==> src/hdl/cvpp_pkg.sv <==
// ----------------------------------------------------------------------------
// cvpp_pkg
// Shared widths, codes, state type, request/response structs and helpers
// for the constant-velocity pose predictor.
// ----------------------------------------------------------------------------
package cvpp_pkg;

    localparam int POS_W  = 32;         // Q16.16 position
    localparam int Q_W    = 32;         // Q2.30 quaternion component
    localparam int Q_FRAC = 30;
    localparam int OPA_W  = 35;         // multiplicand, signed
    localparam int OPB_W  = 32;         // multiplier, signed, consumed bit-serially
    localparam int ACC_W  = 68;         // product and accumulator, signed
    localparam int M_W    = 35;         // magnitude during normalization
    localparam int RAD_W  = 64;         // square-root radicand
    localparam int ROOT_W = 32;         // root and quotient
    localparam int DM_W   = 31;         // normalized magnitude into divider

    localparam logic [1:0] FUNC_PREDICT = 2'd0;
    localparam logic [1:0] FUNC_UPDATE  = 2'd1;
    localparam logic [1:0] FUNC_CLEAR   = 2'd2;

    localparam logic signed [Q_W-1:0] Q_ONE  = 32'sh4000_0000;
    localparam logic signed [Q_W-1:0] Q_MONE = 32'shC000_0000;

    typedef enum logic [4:0] {
        ST_IDLE,
        ST_LIN,
        ST_QM_ISS,
        ST_QM_WAIT,
        ST_QM_RND,
        ST_DOT_ISS,
        ST_DOT_WAIT,
        ST_SUM,
        ST_NRM_ABS,
        ST_NRM_CHK,
        ST_SQ_ISS,
        ST_SQ_WAIT,
        ST_SQRT_ISS,
        ST_SQRT_WAIT,
        ST_DIV_ISS,
        ST_DIV_WAIT,
        ST_COMMIT,
        ST_OUT
    } cvpp_state_t;

    typedef struct packed {
        logic                    start;
        logic                    neg;      // extra sign applied to the product
        logic signed [OPA_W-1:0] a;
        logic signed [OPB_W-1:0] b;
    } mul_req_t;

    typedef struct packed {
        logic                    busy;
        logic                    done;
        logic signed [ACC_W-1:0] prod;
    } mul_rsp_t;

    typedef struct packed {
        logic              start;
        logic              is_div;
        logic [RAD_W-1:0]  rad;
        logic [DM_W-1:0]   m;
        logic [ROOT_W-1:0] n;
    } sd_req_t;

    typedef struct packed {
        logic              busy;
        logic              done;
        logic [ROOT_W-1:0] res;
    } sd_rsp_t;

    // saturate a 34-bit signed sum to 32 bits
    function automatic logic signed [POS_W-1:0] sat_pos(input logic signed [POS_W+1:0] v);
        logic signed [POS_W+1:0] hi;
        logic signed [POS_W+1:0] lo;
        hi = $signed({3'b000, {(POS_W-1){1'b1}}});
        lo = $signed({3'b111, {(POS_W-1){1'b0}}});
        if (v > hi)
            return hi[POS_W-1:0];
        else if (v < lo)
            return lo[POS_W-1:0];
        else
            return v[POS_W-1:0];
    endfunction

    function automatic logic signed [Q_W-1:0] clamp_q(input logic signed [Q_W-1:0] v);
        if (v > Q_ONE)
            return Q_ONE;
        else if (v < Q_MONE)
            return Q_MONE;
        else
            return v;
    endfunction

    // minus signs of the Hamilton product term p[j] * q[i ^ j] in component i
    function automatic logic qm_neg(input logic [1:0] i, input logic [1:0] j);
        case ({i, j})
            4'b0001, 4'b0010, 4'b0011, 4'b0111, 4'b1001, 4'b1110: return 1'b1;
            default: return 1'b0;
        endcase
    endfunction

endpackage

==> src/hdl/cvpp_if.sv <==
// ----------------------------------------------------------------------------
// cvpp_if
// Valid/ready channels for pose beats in and prediction beats out.
// ----------------------------------------------------------------------------
interface cvpp_in_if;
    logic               valid;
    logic               ready;
    logic [1:0]         func;
    logic signed [31:0] pos_x;
    logic signed [31:0] pos_y;
    logic signed [31:0] pos_z;
    logic signed [31:0] quat_w;
    logic signed [31:0] quat_x;
    logic signed [31:0] quat_y;
    logic signed [31:0] quat_z;

    modport source (output valid, func, pos_x, pos_y, pos_z, quat_w, quat_x, quat_y, quat_z,
                    input ready);
    modport sink   (input valid, func, pos_x, pos_y, pos_z, quat_w, quat_x, quat_y, quat_z,
                    output ready);
endinterface

interface cvpp_out_if;
    logic               valid;
    logic               ready;
    logic signed [31:0] pred_x;
    logic signed [31:0] pred_y;
    logic signed [31:0] pred_z;
    logic signed [31:0] pred_qw;
    logic signed [31:0] pred_qx;
    logic signed [31:0] pred_qy;
    logic signed [31:0] pred_qz;

    modport source (output valid, pred_x, pred_y, pred_z, pred_qw, pred_qx, pred_qy, pred_qz,
                    input ready);
    modport sink   (input valid, pred_x, pred_y, pred_z, pred_qw, pred_qx, pred_qy, pred_qz,
                    output ready);
endinterface

==> src/hdl/cvpp_mul.sv <==
// ----------------------------------------------------------------------------
// cvpp_mul
// Sign-magnitude shift-add multiplier, one multiplier bit per cycle.
// ----------------------------------------------------------------------------
module cvpp_mul
    import cvpp_pkg::*;
(
    input  logic     clk,
    input  logic     rst_n,
    input  mul_req_t req,
    output mul_rsp_t rsp
);

    localparam int CNT_W = $clog2(OPB_W);

    logic             busy_reg;
    logic             fin_reg;
    logic             done_reg;
    logic [CNT_W-1:0] cnt_reg;
    logic             neg_reg;
    logic [OPA_W-1:0] ma_reg;
    logic [OPA_W-1:0] hi_reg;
    logic [OPB_W-1:0] lo_reg;
    logic signed [ACC_W-1:0] prod_reg;

    logic [OPA_W-1:0] a_u;
    logic [OPB_W-1:0] b_u;
    logic [OPA_W:0]   sum;
    logic [ACC_W-1:0] mag;

    assign a_u = req.a[OPA_W-1] ? (~req.a + 1'b1) : req.a;
    assign b_u = req.b[OPB_W-1] ? (~req.b + 1'b1) : req.b;
    assign sum = {1'b0, hi_reg} + (lo_reg[0] ? {1'b0, ma_reg} : '0);
    assign mag = {1'b0, hi_reg, lo_reg};

    always_ff @(posedge clk or negedge rst_n)
    begin
        if (!rst_n)
        begin
            busy_reg <= 1'b0;
            fin_reg  <= 1'b0;
            done_reg <= 1'b0;
            cnt_reg  <= '0;
        end
        else
        begin
            done_reg <= 1'b0;
            if (req.start && !busy_reg)
            begin
                busy_reg <= 1'b1;
                cnt_reg  <= '0;
            end
            else if (busy_reg && fin_reg)
            begin
                busy_reg <= 1'b0;
                fin_reg  <= 1'b0;
                done_reg <= 1'b1;
            end
            else if (busy_reg)
            begin
                cnt_reg <= cnt_reg + 1'b1;
                if (cnt_reg == CNT_W'(OPB_W - 1))
                    fin_reg <= 1'b1;
            end
        end
    end

    always_ff @(posedge clk)
    begin
        if (req.start && !busy_reg)
        begin
            ma_reg  <= a_u;
            lo_reg  <= b_u;
            hi_reg  <= '0;
            neg_reg <= req.a[OPA_W-1] ^ req.b[OPB_W-1] ^ req.neg;
        end
        else if (busy_reg && fin_reg)
        begin
            prod_reg <= neg_reg ? -$signed(mag) : $signed(mag);
        end
        else if (busy_reg)
        begin
            hi_reg <= sum[OPA_W:1];
            lo_reg <= {sum[0], lo_reg[OPB_W-1:1]};
        end
    end

    assign rsp.busy = busy_reg;
    assign rsp.done = done_reg;
    assign rsp.prod = prod_reg;

endmodule

==> src/hdl/cvpp_sqdiv.sv <==
// ----------------------------------------------------------------------------
// cvpp_sqdiv
// Restoring square root (two radicand bits a cycle) and rounded divide
// (one quotient bit a cycle) sharing one remainder and shift register.
// ----------------------------------------------------------------------------
module cvpp_sqdiv
    import cvpp_pkg::*;
(
    input  logic    clk,
    input  logic    rst_n,
    input  sd_req_t req,
    output sd_rsp_t rsp
);

    localparam int CNT_W = $clog2(ROOT_W);
    localparam int REM_W = ROOT_W + 1;

    logic              busy_reg;
    logic              done_reg;
    logic              div_reg;
    logic [CNT_W-1:0]  cnt_reg;
    logic [RAD_W-1:0]  x_reg;
    logic [REM_W-1:0]  rem_reg;
    logic [ROOT_W-1:0] root_reg;
    logic [ROOT_W-1:0] n_reg;

    logic [RAD_W-1:0]  num;
    logic [REM_W+1:0]  sq_sh;
    logic [REM_W+1:0]  sq_trial;
    logic [REM_W:0]    dv_sh;
    logic              sq_ge;
    logic              dv_ge;

    assign num      = {3'b000, req.m, {Q_FRAC{1'b0}}} + {33'd0, req.n[ROOT_W-1:1]};
    assign sq_sh    = {rem_reg, x_reg[RAD_W-1:RAD_W-2]};
    assign sq_trial = {1'b0, root_reg, 2'b01};
    assign sq_ge    = sq_sh >= sq_trial;
    assign dv_sh    = {rem_reg, x_reg[RAD_W-1]};
    assign dv_ge    = dv_sh >= {2'b00, n_reg};

    always_ff @(posedge clk or negedge rst_n)
    begin
        if (!rst_n)
        begin
            busy_reg <= 1'b0;
            done_reg <= 1'b0;
            cnt_reg  <= '0;
        end
        else
        begin
            done_reg <= 1'b0;
            if (req.start && !busy_reg)
            begin
                busy_reg <= 1'b1;
                cnt_reg  <= '0;
            end
            else if (busy_reg)
            begin
                cnt_reg <= cnt_reg + 1'b1;
                if (cnt_reg == CNT_W'(ROOT_W - 1))
                begin
                    busy_reg <= 1'b0;
                    done_reg <= 1'b1;
                end
            end
        end
    end

    always_ff @(posedge clk)
    begin
        if (req.start && !busy_reg)
        begin
            div_reg  <= req.is_div;
            n_reg    <= req.n;
            root_reg <= '0;
            if (req.is_div)
            begin
                rem_reg <= {3'b000, num[RAD_W-3:ROOT_W]};
                x_reg   <= {num[ROOT_W-1:0], {ROOT_W{1'b0}}};
            end
            else
            begin
                rem_reg <= '0;
                x_reg   <= req.rad;
            end
        end
        else if (busy_reg && div_reg)
        begin
            x_reg <= {x_reg[RAD_W-2:0], 1'b0};
            if (dv_ge)
            begin
                rem_reg  <= REM_W'(dv_sh - {2'b00, n_reg});
                root_reg <= {root_reg[ROOT_W-2:0], 1'b1};
            end
            else
            begin
                rem_reg  <= dv_sh[REM_W-1:0];
                root_reg <= {root_reg[ROOT_W-2:0], 1'b0};
            end
        end
        else if (busy_reg)
        begin
            x_reg <= {x_reg[RAD_W-3:0], 2'b00};
            if (sq_ge)
            begin
                rem_reg  <= REM_W'(sq_sh - sq_trial);
                root_reg <= {root_reg[ROOT_W-2:0], 1'b1};
            end
            else
            begin
                rem_reg  <= sq_sh[REM_W-1:0];
                root_reg <= {root_reg[ROOT_W-2:0], 1'b0};
            end
        end
    end

    assign rsp.busy = busy_reg;
    assign rsp.done = done_reg;
    assign rsp.res  = root_reg;

endmodule

==> src/hdl/constant_velocity_pose_predictor.sv <==
// ----------------------------------------------------------------------------
// constant_velocity_pose_predictor
// Work: each predict/update beat is paced by the shared bit-serial multiplier
//   (up to 44 products) plus one square root and four divides per normalization,
//   plus one normalization shift step each time the magnitudes are out of range.
//   Clear skips the arithmetic and goes straight to the output stage.
// Throughput: one beat at a time; the next pose is taken as soon as the result
//   sits in the output register. Reset: zero velocity, identity orientations.
// ----------------------------------------------------------------------------
module constant_velocity_pose_predictor
    import cvpp_pkg::*;
(
    input logic clk,
    input logic rst_n,
    cvpp_in_if.sink    pose_in,
    cvpp_out_if.source pose_out
);

    // Flow of one predict/update beat:
    //   LIN      : smoothed velocity and predicted position, one axis at a time
    //   QM pass0 : d = q * conj(prev), 16 serial products, rounded per component
    //   DOT/SUM  : sign of sum(d*a/4) picks d+a or d-a
    //   NRM      : shift magnitudes into [2^30,2^31), sum squares, sqrt, 4 divides
    //   QM pass1 : r = q * nav, then NRM again gives the output quaternion
    //   COMMIT   : update stores the new state

    localparam logic signed [ACC_W-1:0] RND_HALF = ACC_W'(64'sd536870912);

    cvpp_state_t state_reg, state_next;

    logic [1:0] i_reg;      // output component of the quaternion product
    logic [1:0] j_reg;      // term / lane counter, wraps after four
    logic [1:0] k_reg;      // position axis
    logic       ph_reg;
    logic       pass_reg;
    logic       ov_reg;

    logic signed [POS_W-1:0] prev_pos_reg [3];
    logic signed [POS_W-1:0] lin_vel_reg  [3];
    logic signed [Q_W-1:0]   prev_q_reg   [4];
    logic signed [Q_W-1:0]   ang_v_reg    [4];

    logic [1:0]              func_reg;
    logic signed [POS_W-1:0] pos_reg  [3];
    logic signed [POS_W-1:0] nlin_reg [3];
    logic signed [POS_W-1:0] pred_reg [3];
    logic signed [Q_W-1:0]   quat_reg [4];
    logic signed [Q_W-1:0]   nav_reg  [4];
    logic signed [Q_W-1:0]   res_q_reg[4];
    logic signed [OPA_W-1:0] d_reg    [4];
    logic signed [M_W-1:0]   c_reg    [4];
    logic [M_W-1:0]          m_reg    [4];
    logic [3:0]              neg_reg;
    logic signed [ACC_W-1:0] acc_reg;
    logic [ROOT_W-1:0]       n_reg;
    logic signed [POS_W-1:0] opos_reg [3];
    logic signed [Q_W-1:0]   oq_reg   [4];

    mul_req_t mul_req;
    mul_rsp_t mul_rsp;
    sd_req_t  sd_req;
    sd_rsp_t  sd_rsp;

    logic                    in_fire;
    logic                    out_load;
    logic [1:0]              k_idx;
    logic [M_W-1:0]          or_all;
    logic                    nrm_zero;
    logic                    shift_r;
    logic                    shift_l;
    logic                    dot_pos;
    logic signed [ACC_W-1:0] rnd;
    logic signed [POS_W+1:0] lin_sum;
    logic signed [POS_W+1:0] pred_sum;
    logic signed [Q_W-1:0]   div_val;

    assign in_fire  = pose_in.valid && pose_in.ready;
    assign out_load = (state_reg == ST_OUT) && (!ov_reg || pose_out.ready);
    assign k_idx    = i_reg ^ j_reg;
    assign or_all   = m_reg[0] | m_reg[1] | m_reg[2] | m_reg[3];
    assign nrm_zero = (or_all == '0);
    assign shift_r  = |or_all[M_W-1:ROOT_W-1];
    assign shift_l  = !or_all[Q_FRAC];
    assign dot_pos  = !acc_reg[ACC_W-1];
    assign rnd      = (acc_reg + RND_HALF) >>> Q_FRAC;
    assign lin_sum  = $signed({{2{pos_reg[k_reg][POS_W-1]}}, pos_reg[k_reg]})
                    - $signed({{2{prev_pos_reg[k_reg][POS_W-1]}}, prev_pos_reg[k_reg]})
                    + $signed({{2{lin_vel_reg[k_reg][POS_W-1]}}, lin_vel_reg[k_reg]});
    assign pred_sum = $signed({{2{pos_reg[k_reg][POS_W-1]}}, pos_reg[k_reg]})
                    + $signed({{2{nlin_reg[k_reg][POS_W-1]}}, nlin_reg[k_reg]});
    assign div_val  = neg_reg[j_reg] ? -$signed(sd_rsp.res) : $signed(sd_rsp.res);

    assign pose_in.ready = (state_reg == ST_IDLE);

    cvpp_mul u_mul (
        .clk   (clk),
        .rst_n (rst_n),
        .req   (mul_req),
        .rsp   (mul_rsp)
    );

    cvpp_sqdiv u_sqdiv (
        .clk   (clk),
        .rst_n (rst_n),
        .req   (sd_req),
        .rsp   (sd_rsp)
    );

    // next state and unit requests
    always_comb
    begin
        state_next     = state_reg;
        mul_req.start  = 1'b0;
        mul_req.neg    = 1'b0;
        mul_req.a      = $signed({{(OPA_W-Q_W){quat_reg[j_reg][Q_W-1]}}, quat_reg[j_reg]});
        mul_req.b      = pass_reg ? nav_reg[k_idx] : prev_q_reg[k_idx];
        sd_req.start   = 1'b0;
        sd_req.is_div  = 1'b0;
        sd_req.rad     = acc_reg[RAD_W-1:0];
        sd_req.m       = m_reg[j_reg][DM_W-1:0];
        sd_req.n       = n_reg;
        case (state_reg)
            ST_IDLE:
            begin
                if (in_fire)
                    state_next = (pose_in.func == FUNC_CLEAR) ? ST_OUT : ST_LIN;
            end
            ST_LIN:
            begin
                if (ph_reg && k_reg == 2'd2)
                    state_next = ST_QM_ISS;
            end
            ST_QM_ISS:
            begin
                mul_req.start = 1'b1;
                mul_req.neg   = qm_neg(i_reg, j_reg) ^ (!pass_reg && k_idx != 2'd0);
                state_next    = ST_QM_WAIT;
            end
            ST_QM_WAIT:
            begin
                if (mul_rsp.done)
                    state_next = (j_reg == 2'd3) ? ST_QM_RND : ST_QM_ISS;
            end
            ST_QM_RND:
            begin
                if (i_reg != 2'd3)
                    state_next = ST_QM_ISS;
                else
                    state_next = pass_reg ? ST_NRM_ABS : ST_DOT_ISS;
            end
            ST_DOT_ISS:
            begin
                mul_req.start = 1'b1;
                mul_req.a     = d_reg[j_reg];
                mul_req.b     = ang_v_reg[j_reg];
                state_next    = ST_DOT_WAIT;
            end
            ST_DOT_WAIT:
            begin
                if (mul_rsp.done)
                    state_next = (j_reg == 2'd3) ? ST_SUM : ST_DOT_ISS;
            end
            ST_SUM:     state_next = ST_NRM_ABS;
            ST_NRM_ABS: state_next = ST_NRM_CHK;
            ST_NRM_CHK:
            begin
                if (nrm_zero)
                    state_next = pass_reg ? ST_COMMIT : ST_QM_ISS;
                else if (!shift_r && !shift_l)
                    state_next = ST_SQ_ISS;
            end
            ST_SQ_ISS:
            begin
                mul_req.start = 1'b1;
                mul_req.a     = $signed(m_reg[j_reg]);
                mul_req.b     = $signed(m_reg[j_reg][OPB_W-1:0]);
                state_next    = ST_SQ_WAIT;
            end
            ST_SQ_WAIT:
            begin
                if (mul_rsp.done)
                    state_next = (j_reg == 2'd3) ? ST_SQRT_ISS : ST_SQ_ISS;
            end
            ST_SQRT_ISS:
            begin
                sd_req.start = 1'b1;
                state_next   = ST_SQRT_WAIT;
            end
            ST_SQRT_WAIT:
            begin
                if (sd_rsp.done)
                    state_next = ST_DIV_ISS;
            end
            ST_DIV_ISS:
            begin
                sd_req.start  = 1'b1;
                sd_req.is_div = 1'b1;
                state_next    = ST_DIV_WAIT;
            end
            ST_DIV_WAIT:
            begin
                if (sd_rsp.done)
                begin
                    if (j_reg != 2'd3)
                        state_next = ST_DIV_ISS;
                    else
                        state_next = pass_reg ? ST_COMMIT : ST_QM_ISS;
                end
            end
            ST_COMMIT: state_next = ST_OUT;
            ST_OUT:
            begin
                if (out_load)
                    state_next = ST_IDLE;
            end
            default: state_next = ST_IDLE;
        endcase
    end

    always_ff @(posedge clk or negedge rst_n)
    begin
        if (!rst_n)
            state_reg <= ST_IDLE;
        else
            state_reg <= state_next;
    end

    // counters, output valid and the tracked motion state
    always_ff @(posedge clk or negedge rst_n)
    begin
        if (!rst_n)
        begin
            i_reg    <= '0;
            j_reg    <= '0;
            k_reg    <= '0;
            ph_reg   <= 1'b0;
            pass_reg <= 1'b0;
            ov_reg   <= 1'b0;
            for (int n = 0; n < 3; n++)
            begin
                prev_pos_reg[n] <= '0;
                lin_vel_reg[n]  <= '0;
            end
            for (int n = 0; n < 4; n++)
            begin
                prev_q_reg[n] <= (n == 0) ? Q_ONE : '0;
                ang_v_reg[n]  <= (n == 0) ? Q_ONE : '0;
            end
        end
        else
        begin
            if (out_load)
                ov_reg <= 1'b1;
            else if (pose_out.ready)
                ov_reg <= 1'b0;

            if (in_fire)
            begin
                i_reg    <= '0;
                j_reg    <= '0;
                k_reg    <= '0;
                ph_reg   <= 1'b0;
                pass_reg <= 1'b0;
                if (pose_in.func == FUNC_CLEAR)
                begin
                    for (int n = 0; n < 3; n++)
                    begin
                        prev_pos_reg[n] <= '0;
                        lin_vel_reg[n]  <= '0;
                    end
                    for (int n = 0; n < 4; n++)
                    begin
                        prev_q_reg[n] <= (n == 0) ? Q_ONE : '0;
                        ang_v_reg[n]  <= (n == 0) ? Q_ONE : '0;
                    end
                end
            end

            if (state_reg == ST_LIN)
            begin
                ph_reg <= !ph_reg;
                if (ph_reg)
                    k_reg <= (k_reg == 2'd2) ? 2'd0 : k_reg + 2'd1;
            end

            if (mul_rsp.done || (state_reg == ST_DIV_WAIT && sd_rsp.done))
                j_reg <= j_reg + 2'd1;

            if (state_reg == ST_QM_RND)
                i_reg <= i_reg + 2'd1;

            // pass 0 normalization done: second product follows
            if (!pass_reg && ((state_reg == ST_NRM_CHK && nrm_zero)
                || (state_reg == ST_DIV_WAIT && sd_rsp.done && j_reg == 2'd3)))
                pass_reg <= 1'b1;

            if (state_reg == ST_COMMIT && func_reg == FUNC_UPDATE)
            begin
                for (int n = 0; n < 3; n++)
                begin
                    prev_pos_reg[n] <= pos_reg[n];
                    lin_vel_reg[n]  <= nlin_reg[n];
                end
                for (int n = 0; n < 4; n++)
                begin
                    prev_q_reg[n] <= quat_reg[n];
                    ang_v_reg[n]  <= nav_reg[n];
                end
            end
        end
    end

    // datapath
    always_ff @(posedge clk)
    begin
        case (state_reg)
            ST_IDLE:
            begin
                if (in_fire)
                begin
                    func_reg    <= pose_in.func;
                    pos_reg[0]  <= pose_in.pos_x;
                    pos_reg[1]  <= pose_in.pos_y;
                    pos_reg[2]  <= pose_in.pos_z;
                    quat_reg[0] <= clamp_q(pose_in.quat_w);
                    quat_reg[1] <= clamp_q(pose_in.quat_x);
                    quat_reg[2] <= clamp_q(pose_in.quat_y);
                    quat_reg[3] <= clamp_q(pose_in.quat_z);
                    for (int n = 0; n < 3; n++)
                        pred_reg[n] <= '0;
                    for (int n = 0; n < 4; n++)
                        res_q_reg[n] <= (n == 0) ? Q_ONE : '0;
                end
            end
            ST_LIN:
            begin
                if (!ph_reg)
                    nlin_reg[k_reg] <= sat_pos(lin_sum >>> 1);
                else
                    pred_reg[k_reg] <= sat_pos(pred_sum);
                acc_reg <= '0;
            end
            ST_QM_WAIT, ST_SQ_WAIT:
            begin
                if (mul_rsp.done)
                    acc_reg <= acc_reg + mul_rsp.prod;
            end
            ST_QM_RND:
            begin
                if (pass_reg)
                    c_reg[i_reg] <= rnd[M_W-1:0];
                else
                    d_reg[i_reg] <= rnd[OPA_W-1:0];
                acc_reg <= '0;
            end
            ST_DOT_WAIT:
            begin
                if (mul_rsp.done)
                    acc_reg <= acc_reg + (mul_rsp.prod >>> 2);
            end
            ST_SUM:
            begin
                for (int n = 0; n < 4; n++)
                begin
                    if (dot_pos)
                        c_reg[n] <= d_reg[n]
                                  + $signed({{(M_W-Q_W){ang_v_reg[n][Q_W-1]}}, ang_v_reg[n]});
                    else
                        c_reg[n] <= d_reg[n]
                                  - $signed({{(M_W-Q_W){ang_v_reg[n][Q_W-1]}}, ang_v_reg[n]});
                end
                acc_reg <= '0;
            end
            ST_NRM_ABS:
            begin
                for (int n = 0; n < 4; n++)
                begin
                    neg_reg[n] <= c_reg[n][M_W-1];
                    m_reg[n]   <= c_reg[n][M_W-1] ? (~c_reg[n] + 1'b1) : c_reg[n];
                end
            end
            ST_NRM_CHK:
            begin
                if (nrm_zero)
                begin
                    // zero vector normalizes to identity
                    for (int n = 0; n < 4; n++)
                    begin
                        if (pass_reg)
                            res_q_reg[n] <= (n == 0) ? Q_ONE : '0;
                        else
                            nav_reg[n] <= (n == 0) ? Q_ONE : '0;
                    end
                end
                else if (shift_r)
                begin
                    for (int n = 0; n < 4; n++)
                        m_reg[n] <= m_reg[n] >> 1;
                end
                else if (shift_l)
                begin
                    for (int n = 0; n < 4; n++)
                        m_reg[n] <= m_reg[n] << 1;
                end
                acc_reg <= '0;
            end
            ST_SQRT_WAIT:
            begin
                if (sd_rsp.done)
                begin
                    n_reg   <= sd_rsp.res;
                    acc_reg <= '0;
                end
            end
            ST_DIV_WAIT:
            begin
                if (sd_rsp.done)
                begin
                    if (pass_reg)
                        res_q_reg[j_reg] <= div_val;
                    else
                        nav_reg[j_reg] <= div_val;
                end
            end
            ST_OUT:
            begin
                if (out_load)
                begin
                    for (int n = 0; n < 3; n++)
                        opos_reg[n] <= pred_reg[n];
                    for (int n = 0; n < 4; n++)
                        oq_reg[n] <= res_q_reg[n];
                end
            end
            default: ;
        endcase
    end

    assign pose_out.valid   = ov_reg;
    assign pose_out.pred_x  = opos_reg[0];
    assign pose_out.pred_y  = opos_reg[1];
    assign pose_out.pred_z  = opos_reg[2];
    assign pose_out.pred_qw = oq_reg[0];
    assign pose_out.pred_qx = oq_reg[1];
    assign pose_out.pred_qy = oq_reg[2];
    assign pose_out.pred_qz = oq_reg[3];

    // a new product is never requested while the multiplier is still running
    a_mul_idle: assert property (@(posedge clk) disable iff (!rst_n)
        mul_req.start |-> !mul_rsp.busy)
        else $error("multiplier started while busy");

    // squares are only taken once the largest magnitude sits in [2^30, 2^31)
    a_nrm_range: assert property (@(posedge clk) disable iff (!rst_n)
        (state_reg == ST_SQ_ISS) |-> (!shift_r && !shift_l))
        else $error("normalization shift incomplete");

    // divisor is a nonzero root
    a_div_nz: assert property (@(posedge clk) disable iff (!rst_n)
        (sd_req.start && sd_req.is_div) |-> (sd_req.n != '0))
        else $error("divide by zero root");

    // clear goes straight to the output stage
    a_clear_fast: assert property (@(posedge clk) disable iff (!rst_n)
        (in_fire && pose_in.func == FUNC_CLEAR) |=> (state_reg == ST_OUT))
        else $error("clear beat did not go to output");

endmodule
==> src/flat_wrapper.sv <==
// flat-port wrapper written by rule: the top's interface ports become plain ports
module constant_velocity_pose_predictor_flat import cvpp_pkg::*;
  (clk, rst_n, pose_in_valid, pose_in_func, pose_in_pos_x, pose_in_pos_y, pose_in_pos_z, pose_in_quat_w, pose_in_quat_x, pose_in_quat_y, pose_in_quat_z, pose_in_ready, pose_out_valid, pose_out_pred_x, pose_out_pred_y, pose_out_pred_z, pose_out_pred_qw, pose_out_pred_qx, pose_out_pred_qy, pose_out_pred_qz, pose_out_ready);
  cvpp_in_if pose_in_i ();
  cvpp_out_if pose_out_i ();
  input logic clk;
  input logic rst_n;
  input wire logic [$bits(pose_in_i.valid)-1:0] pose_in_valid;
  input wire logic [$bits(pose_in_i.func)-1:0] pose_in_func;
  input wire logic [$bits(pose_in_i.pos_x)-1:0] pose_in_pos_x;
  input wire logic [$bits(pose_in_i.pos_y)-1:0] pose_in_pos_y;
  input wire logic [$bits(pose_in_i.pos_z)-1:0] pose_in_pos_z;
  input wire logic [$bits(pose_in_i.quat_w)-1:0] pose_in_quat_w;
  input wire logic [$bits(pose_in_i.quat_x)-1:0] pose_in_quat_x;
  input wire logic [$bits(pose_in_i.quat_y)-1:0] pose_in_quat_y;
  input wire logic [$bits(pose_in_i.quat_z)-1:0] pose_in_quat_z;
  output wire logic [$bits(pose_in_i.ready)-1:0] pose_in_ready;
  output wire logic [$bits(pose_out_i.valid)-1:0] pose_out_valid;
  output wire logic [$bits(pose_out_i.pred_x)-1:0] pose_out_pred_x;
  output wire logic [$bits(pose_out_i.pred_y)-1:0] pose_out_pred_y;
  output wire logic [$bits(pose_out_i.pred_z)-1:0] pose_out_pred_z;
  output wire logic [$bits(pose_out_i.pred_qw)-1:0] pose_out_pred_qw;
  output wire logic [$bits(pose_out_i.pred_qx)-1:0] pose_out_pred_qx;
  output wire logic [$bits(pose_out_i.pred_qy)-1:0] pose_out_pred_qy;
  output wire logic [$bits(pose_out_i.pred_qz)-1:0] pose_out_pred_qz;
  input wire logic [$bits(pose_out_i.ready)-1:0] pose_out_ready;
  assign pose_in_i.valid = pose_in_valid;
  assign pose_in_i.func = pose_in_func;
  assign pose_in_i.pos_x = pose_in_pos_x;
  assign pose_in_i.pos_y = pose_in_pos_y;
  assign pose_in_i.pos_z = pose_in_pos_z;
  assign pose_in_i.quat_w = pose_in_quat_w;
  assign pose_in_i.quat_x = pose_in_quat_x;
  assign pose_in_i.quat_y = pose_in_quat_y;
  assign pose_in_i.quat_z = pose_in_quat_z;
  assign pose_in_ready = pose_in_i.ready;
  assign pose_out_valid = pose_out_i.valid;
  assign pose_out_pred_x = pose_out_i.pred_x;
  assign pose_out_pred_y = pose_out_i.pred_y;
  assign pose_out_pred_z = pose_out_i.pred_z;
  assign pose_out_pred_qw = pose_out_i.pred_qw;
  assign pose_out_pred_qx = pose_out_i.pred_qx;
  assign pose_out_pred_qy = pose_out_i.pred_qy;
  assign pose_out_pred_qz = pose_out_i.pred_qz;
  assign pose_out_i.ready = pose_out_ready;
  constant_velocity_pose_predictor u_core (.clk(clk), .rst_n(rst_n), .pose_in(pose_in_i), .pose_out(pose_out_i));
endmodule
==> config.mk <==
export PLATFORM = sky130hd
export DESIGN_NAME = constant_velocity_pose_predictor_flat
export DESIGN_NICKNAME = d
export VERILOG_FILES = /design/src/hdl/cvpp_pkg.sv /design/src/hdl/cvpp_if.sv /design/src/hdl/cvpp_mul.sv /design/src/hdl/cvpp_sqdiv.sv /design/src/hdl/constant_velocity_pose_predictor.sv /design/src/flat_wrapper.sv
export SDC_FILE = /design/constraint.sdc
export NUM_CORES = 2
export LEC_CHECK = 0
export BUFFER_PORTS_ARGS = -buffer_cell sky130_fd_sc_hd__buf_2
export CAP_MARGIN = 30
export CORE_UTILIZATION = 41
export DETAILED_ROUTE_END_ITERATION = 8
export SYNTH_ARGS = -nofsm -noshare
export SYNTH_HDL_FRONTEND = slang
export SYNTH_SLANG_ARGS = --single-unit
==> constraint.sdc <==
create_clock -name clk -period 11 [get_ports clk]
set_input_delay 0.55 -clock clk [delete_from_list [all_inputs] [get_ports clk]]
set_output_delay 0.55 -clock clk [all_outputs]
set_load 0.02 [all_outputs]
==> key figures <==
Placed design
  – Buffers added on ports: 455
  – Placed instance count: 14764
  – Routability congestion estimate: 0.999
  – Post-DP HPWL: 348 mm
  – Setup WS pre-CTS: 3.11 ns

Clock network
  – Worst skew pair latency: 0.92 ns
  – Clock transition at path regs: 0.06 ns
  – Post-CTS Setup Repair Bufs: 0
  – CTS Hold Buffers Added: 218
  – CTS tree: done
  – H-tree Lvls: 5
  – Post-CTS Resized: 0
  – Total CTS buffers: 267
  – CTS Root Cell: clkbuf_16
  – Clk buf depth: 4
  – CTS Sinks: 2264

Synthesis
  – Post-Syn Instances: 10772
  – Ys Warns: 0
  – Seq cells post-synth: 2264
  – Top post-synthesis cells by area: edfxtp_1, dfrtp_1, ha_1
  – Seq/Total Area, Yosys: 53.3%
  – Mapped cell area: 122000 um^2
  – Synth top cells by count: edfxtp_1, nand2_1, nor2_1
  – Avg Cell Area, Syn: 11.3 um^2
  – Asr flop ratio synth: 21.1%
  – Synth top area share: 42.3%
  – Number of flops mapped to enable cells by yosys: 1717
  – Prevailing post-synth register cell: edfxtp_1
  – Most frequent cell after synthesis: edfxtp_1
  – Syn Nets: 11472
  – Synth unique cells: 100
  – Leading area contributor after synthesis: edfxtp_1

Critical path
  – Crit path required time: 11.60 ns
  – Reg-to-Reg End: u_core.nlin_reg[1][4]$_DFFE_PP_
  – FF-to-FF path depth: 19
  – CP Class: reg2reg
  – Reg2reg start: u_core.k_reg[1]$_DFF_PN0_
  – Critical Path Sink Type: flip-flop
  – CP Launch Type: flip-flop
  – CP Max Fanout: 65
  – Worst Path Arrival: 8.10 ns
  – Reg2reg setup slack: 3.50 ns

Cells and area
  – Finished Layout Cells: 15494
  – Share of layout cells above drive strength 1: 13.3%
  – Utilization after layout: 47.6%
  – Area grow syn2layout: 15.2%
  – Fill cells: 26493
  – Fin nets: 12048

Power
  – LEAKAGE: 0.0535 uW
  – Internal Pwr Total: 14400 uW
  – Reg power frac: 49.8%
  – Worst vdd ir: 138 uV
  – Part of the power in the clock network: 49.0%
  – Pwr Total: 18300 uW
  – Comb power frac: 1.2%
  – Sw frac: 21.2%
  – Cell area power density: 130 nW/um^2
  – Net load switching power: 3870 uW

Global route
  – Antenna violations before repair: 41
  – Overall Global Routing Usage: 29.8%
  – Pin count of the biggest net entering global routing: 174
  – Overflow left after global routing: 0
  – First-pass GRT wire length: 649 mm
  – Vias in the first global route: 90072

Drt
  – Max Used Layer: met5
  – Wire length on met1: 190 mm
  – Met2 Routed Length: 205 mm
  – Vias: 93808
  – Vias/cell: 6.05
  – DRT iter0 DRCs: 10756
  – Remaining DRCs: 0
  – Total iterations of the first detailed-routing run: 7
  – DRT Wirelength: 458 mm
  – Post-DR wirelength/cell: 29.5 um
  – Routed Antenna Nets: 0
  – Routed wl met3: 39.6 mm

Outcome
  – Run status: completed

Min path
  – WHS Endpoint: u_core.quat_reg[2][1]$_SDFFCE_PP0P_
  – WHS Path Cells: 2
  – Worst hold start: pose_in_quat_y[1]
  – Hold crit path type: in2reg

Floorplan
  – Die height: 547 um
  – FP Rows: 199
  – Initial Util: 41.3%
  – # IOs: 456
  – CORE AREA: 295000 um^2
  – Die area: 299000 um^2
  – Die Width: 547 um

STA
  – Max Clock Skew: 0.0872 ns
  – PnR worst setup slack: 3.50 ns
  – RSZ-0062 raised after global routing: no
  – Slew headroom: 23.7%
  – Fmax: 0.133 GHz
  – Setup TNS: 0 ns
  – Fin. Hold Viols: 0
  – Worst slew pin tran: 1.14 ns
  – Fin. max-slew vios: 0
  – Final worst path period share: 68.2%
  – Clock period minus final worst setup slack: 7.50 ns
  – Final setup viols: 0

Flow run
  – Max Cap Viol: 0
-- placed cells by master (no fill, tap or decap), types with 104 or more instances in the layout --
master,instances
inv_1,351
nand3_1,175
xor2_1,307
nand2_1,975
o31ai_1,104
dfrtp_1,471
edfxtp_1,1717
o21ai_0,763
nor4_1,106
buf_2,457
a21oi_1,628
ha_1,429
and2_1,176
a21o_1,197
mux2i_1,140
mux4_2,230
nor2_1,921
xnor2_1,429
clkbuf_16,275
dlygate4sd3_1,218
a22o_1,419
nor3_1,118
buf_4,171
-- per-stage QoR --
step / hold WS, ns / cell area (um^2)
5_1_grt: 0.0305 / 140000
6_report: 0.0510 / 140000
3_3_place_gp: 0.402 / 129000
2_1_floorplan: 0.254 / 122000
4_1_cts: 0.00118 / 140000
3_5_place_dp: 0.405 / 129000
-- power groups by stage --
stage | sequential, uW | combinational [uW] | clock (uW)
after global routing | 9110 | 230 | 9360
after CTS | 9110 | 213 | 9060
final | 9110 | 215 | 8950
after global placement | 9290 | 143 | 0
after detailed placement | 9290 | 148 | 0
after floorplan | 9290 | 28.0 | 0
-- cell type report --
class | instances | area [um^2] | share of cell area, %
Sequential cell | 2264 | 64900 | 46.2
Tap cell | 3919 | 4900 | 3.49
Multi-Input combinational cell | 7583 | 54100 | 38.6
Clock inverter | 130 | 1390 | 0.990
Clock buffer | 353 | 7370 | 5.25
Antenna cell | 13 | 32.5 | 0.0232
Inverter | 360 | 1360 | 0.970
Timing Repair Buffer | 872 | 6280 | 4.47
-- metal layers --
metal | track usage (%) | vias up
met5 | 0 | -
met1 | 40.6 | 47066
met4 | 13.2 | 28
met3 | 5.35 | 784
met2 | 46.5 | 4592
li1 | - | 41338
-- cells by family (layout without fill, tap and decap cells) --
group	count (synthesis)	count (layout)	synth area share [%]
AO/OA/AOI/OAI	2864	2864	15.5
XOR/XNOR	763	763	5.49
adder cells (fa/ha/maj)	478	478	5.15
buffers and inverters	925	1715	2.90
flip-flops	2264	2264	53.3
multiplexers	445	445	6.09
other	0	13	0
AND/OR/NAND/NOR	3033	3033	11.6
-- critical path, cell delays in order (launching register included) --
cell and delay, ns:
dfrtp_4 0.77, nor2b_4 0.89, buf_4 0.54, nand2_1 0.11
o21ai_0 0.15, fa_1 0.47, inv_1 0.07, ha_1 0.27
nor2b_1 0.16, o31a_1 0.30, o31ai_1 0.55, a211oi_1 0.26
nor2_1 0.34, o21bai_1 0.21, a211o_1 0.33, a31oi_1 0.23
xnor2_1 0.21, nor2_1 0.58, buf_4 0.39, o21ai_0 0.24
-- worst max path at each step --
stage / depth (start not counted) / slack (ns) / to / startpoint
after global routing: 18 / 3.10 / u_core.nlin_reg[1][11]$_DFFE_PP_ / u_core.k_reg[0]$_DFF_PN0_
final: 19 / 3.50 / u_core.nlin_reg[1][4]$_DFFE_PP_ / u_core.k_reg[1]$_DFF_PN0_
after CTS: 18 / 3.05 / u_core.nlin_reg[0][18]$_DFFE_PP_ / u_core.k_reg[1]$_DFF_PN0_
after detailed placement: 18 / 3.11 / u_core.nlin_reg[2][18]$_DFFE_PP_ / u_core.k_reg[1]$_DFF_PN0_
after floorplan: 5 / 2.79 / u_core.acc_reg[0]$_SDFFCE_PP0P_ / u_core.state_reg[0]$_DFFE_PN0P_
after global placement: 18 / 3.35 / u_core.nlin_reg[0][18]$_DFFE_PP_ / u_core.k_reg[0]$_DFF_PN0_
No activity file was read; power rests on OpenSTA's default activity.
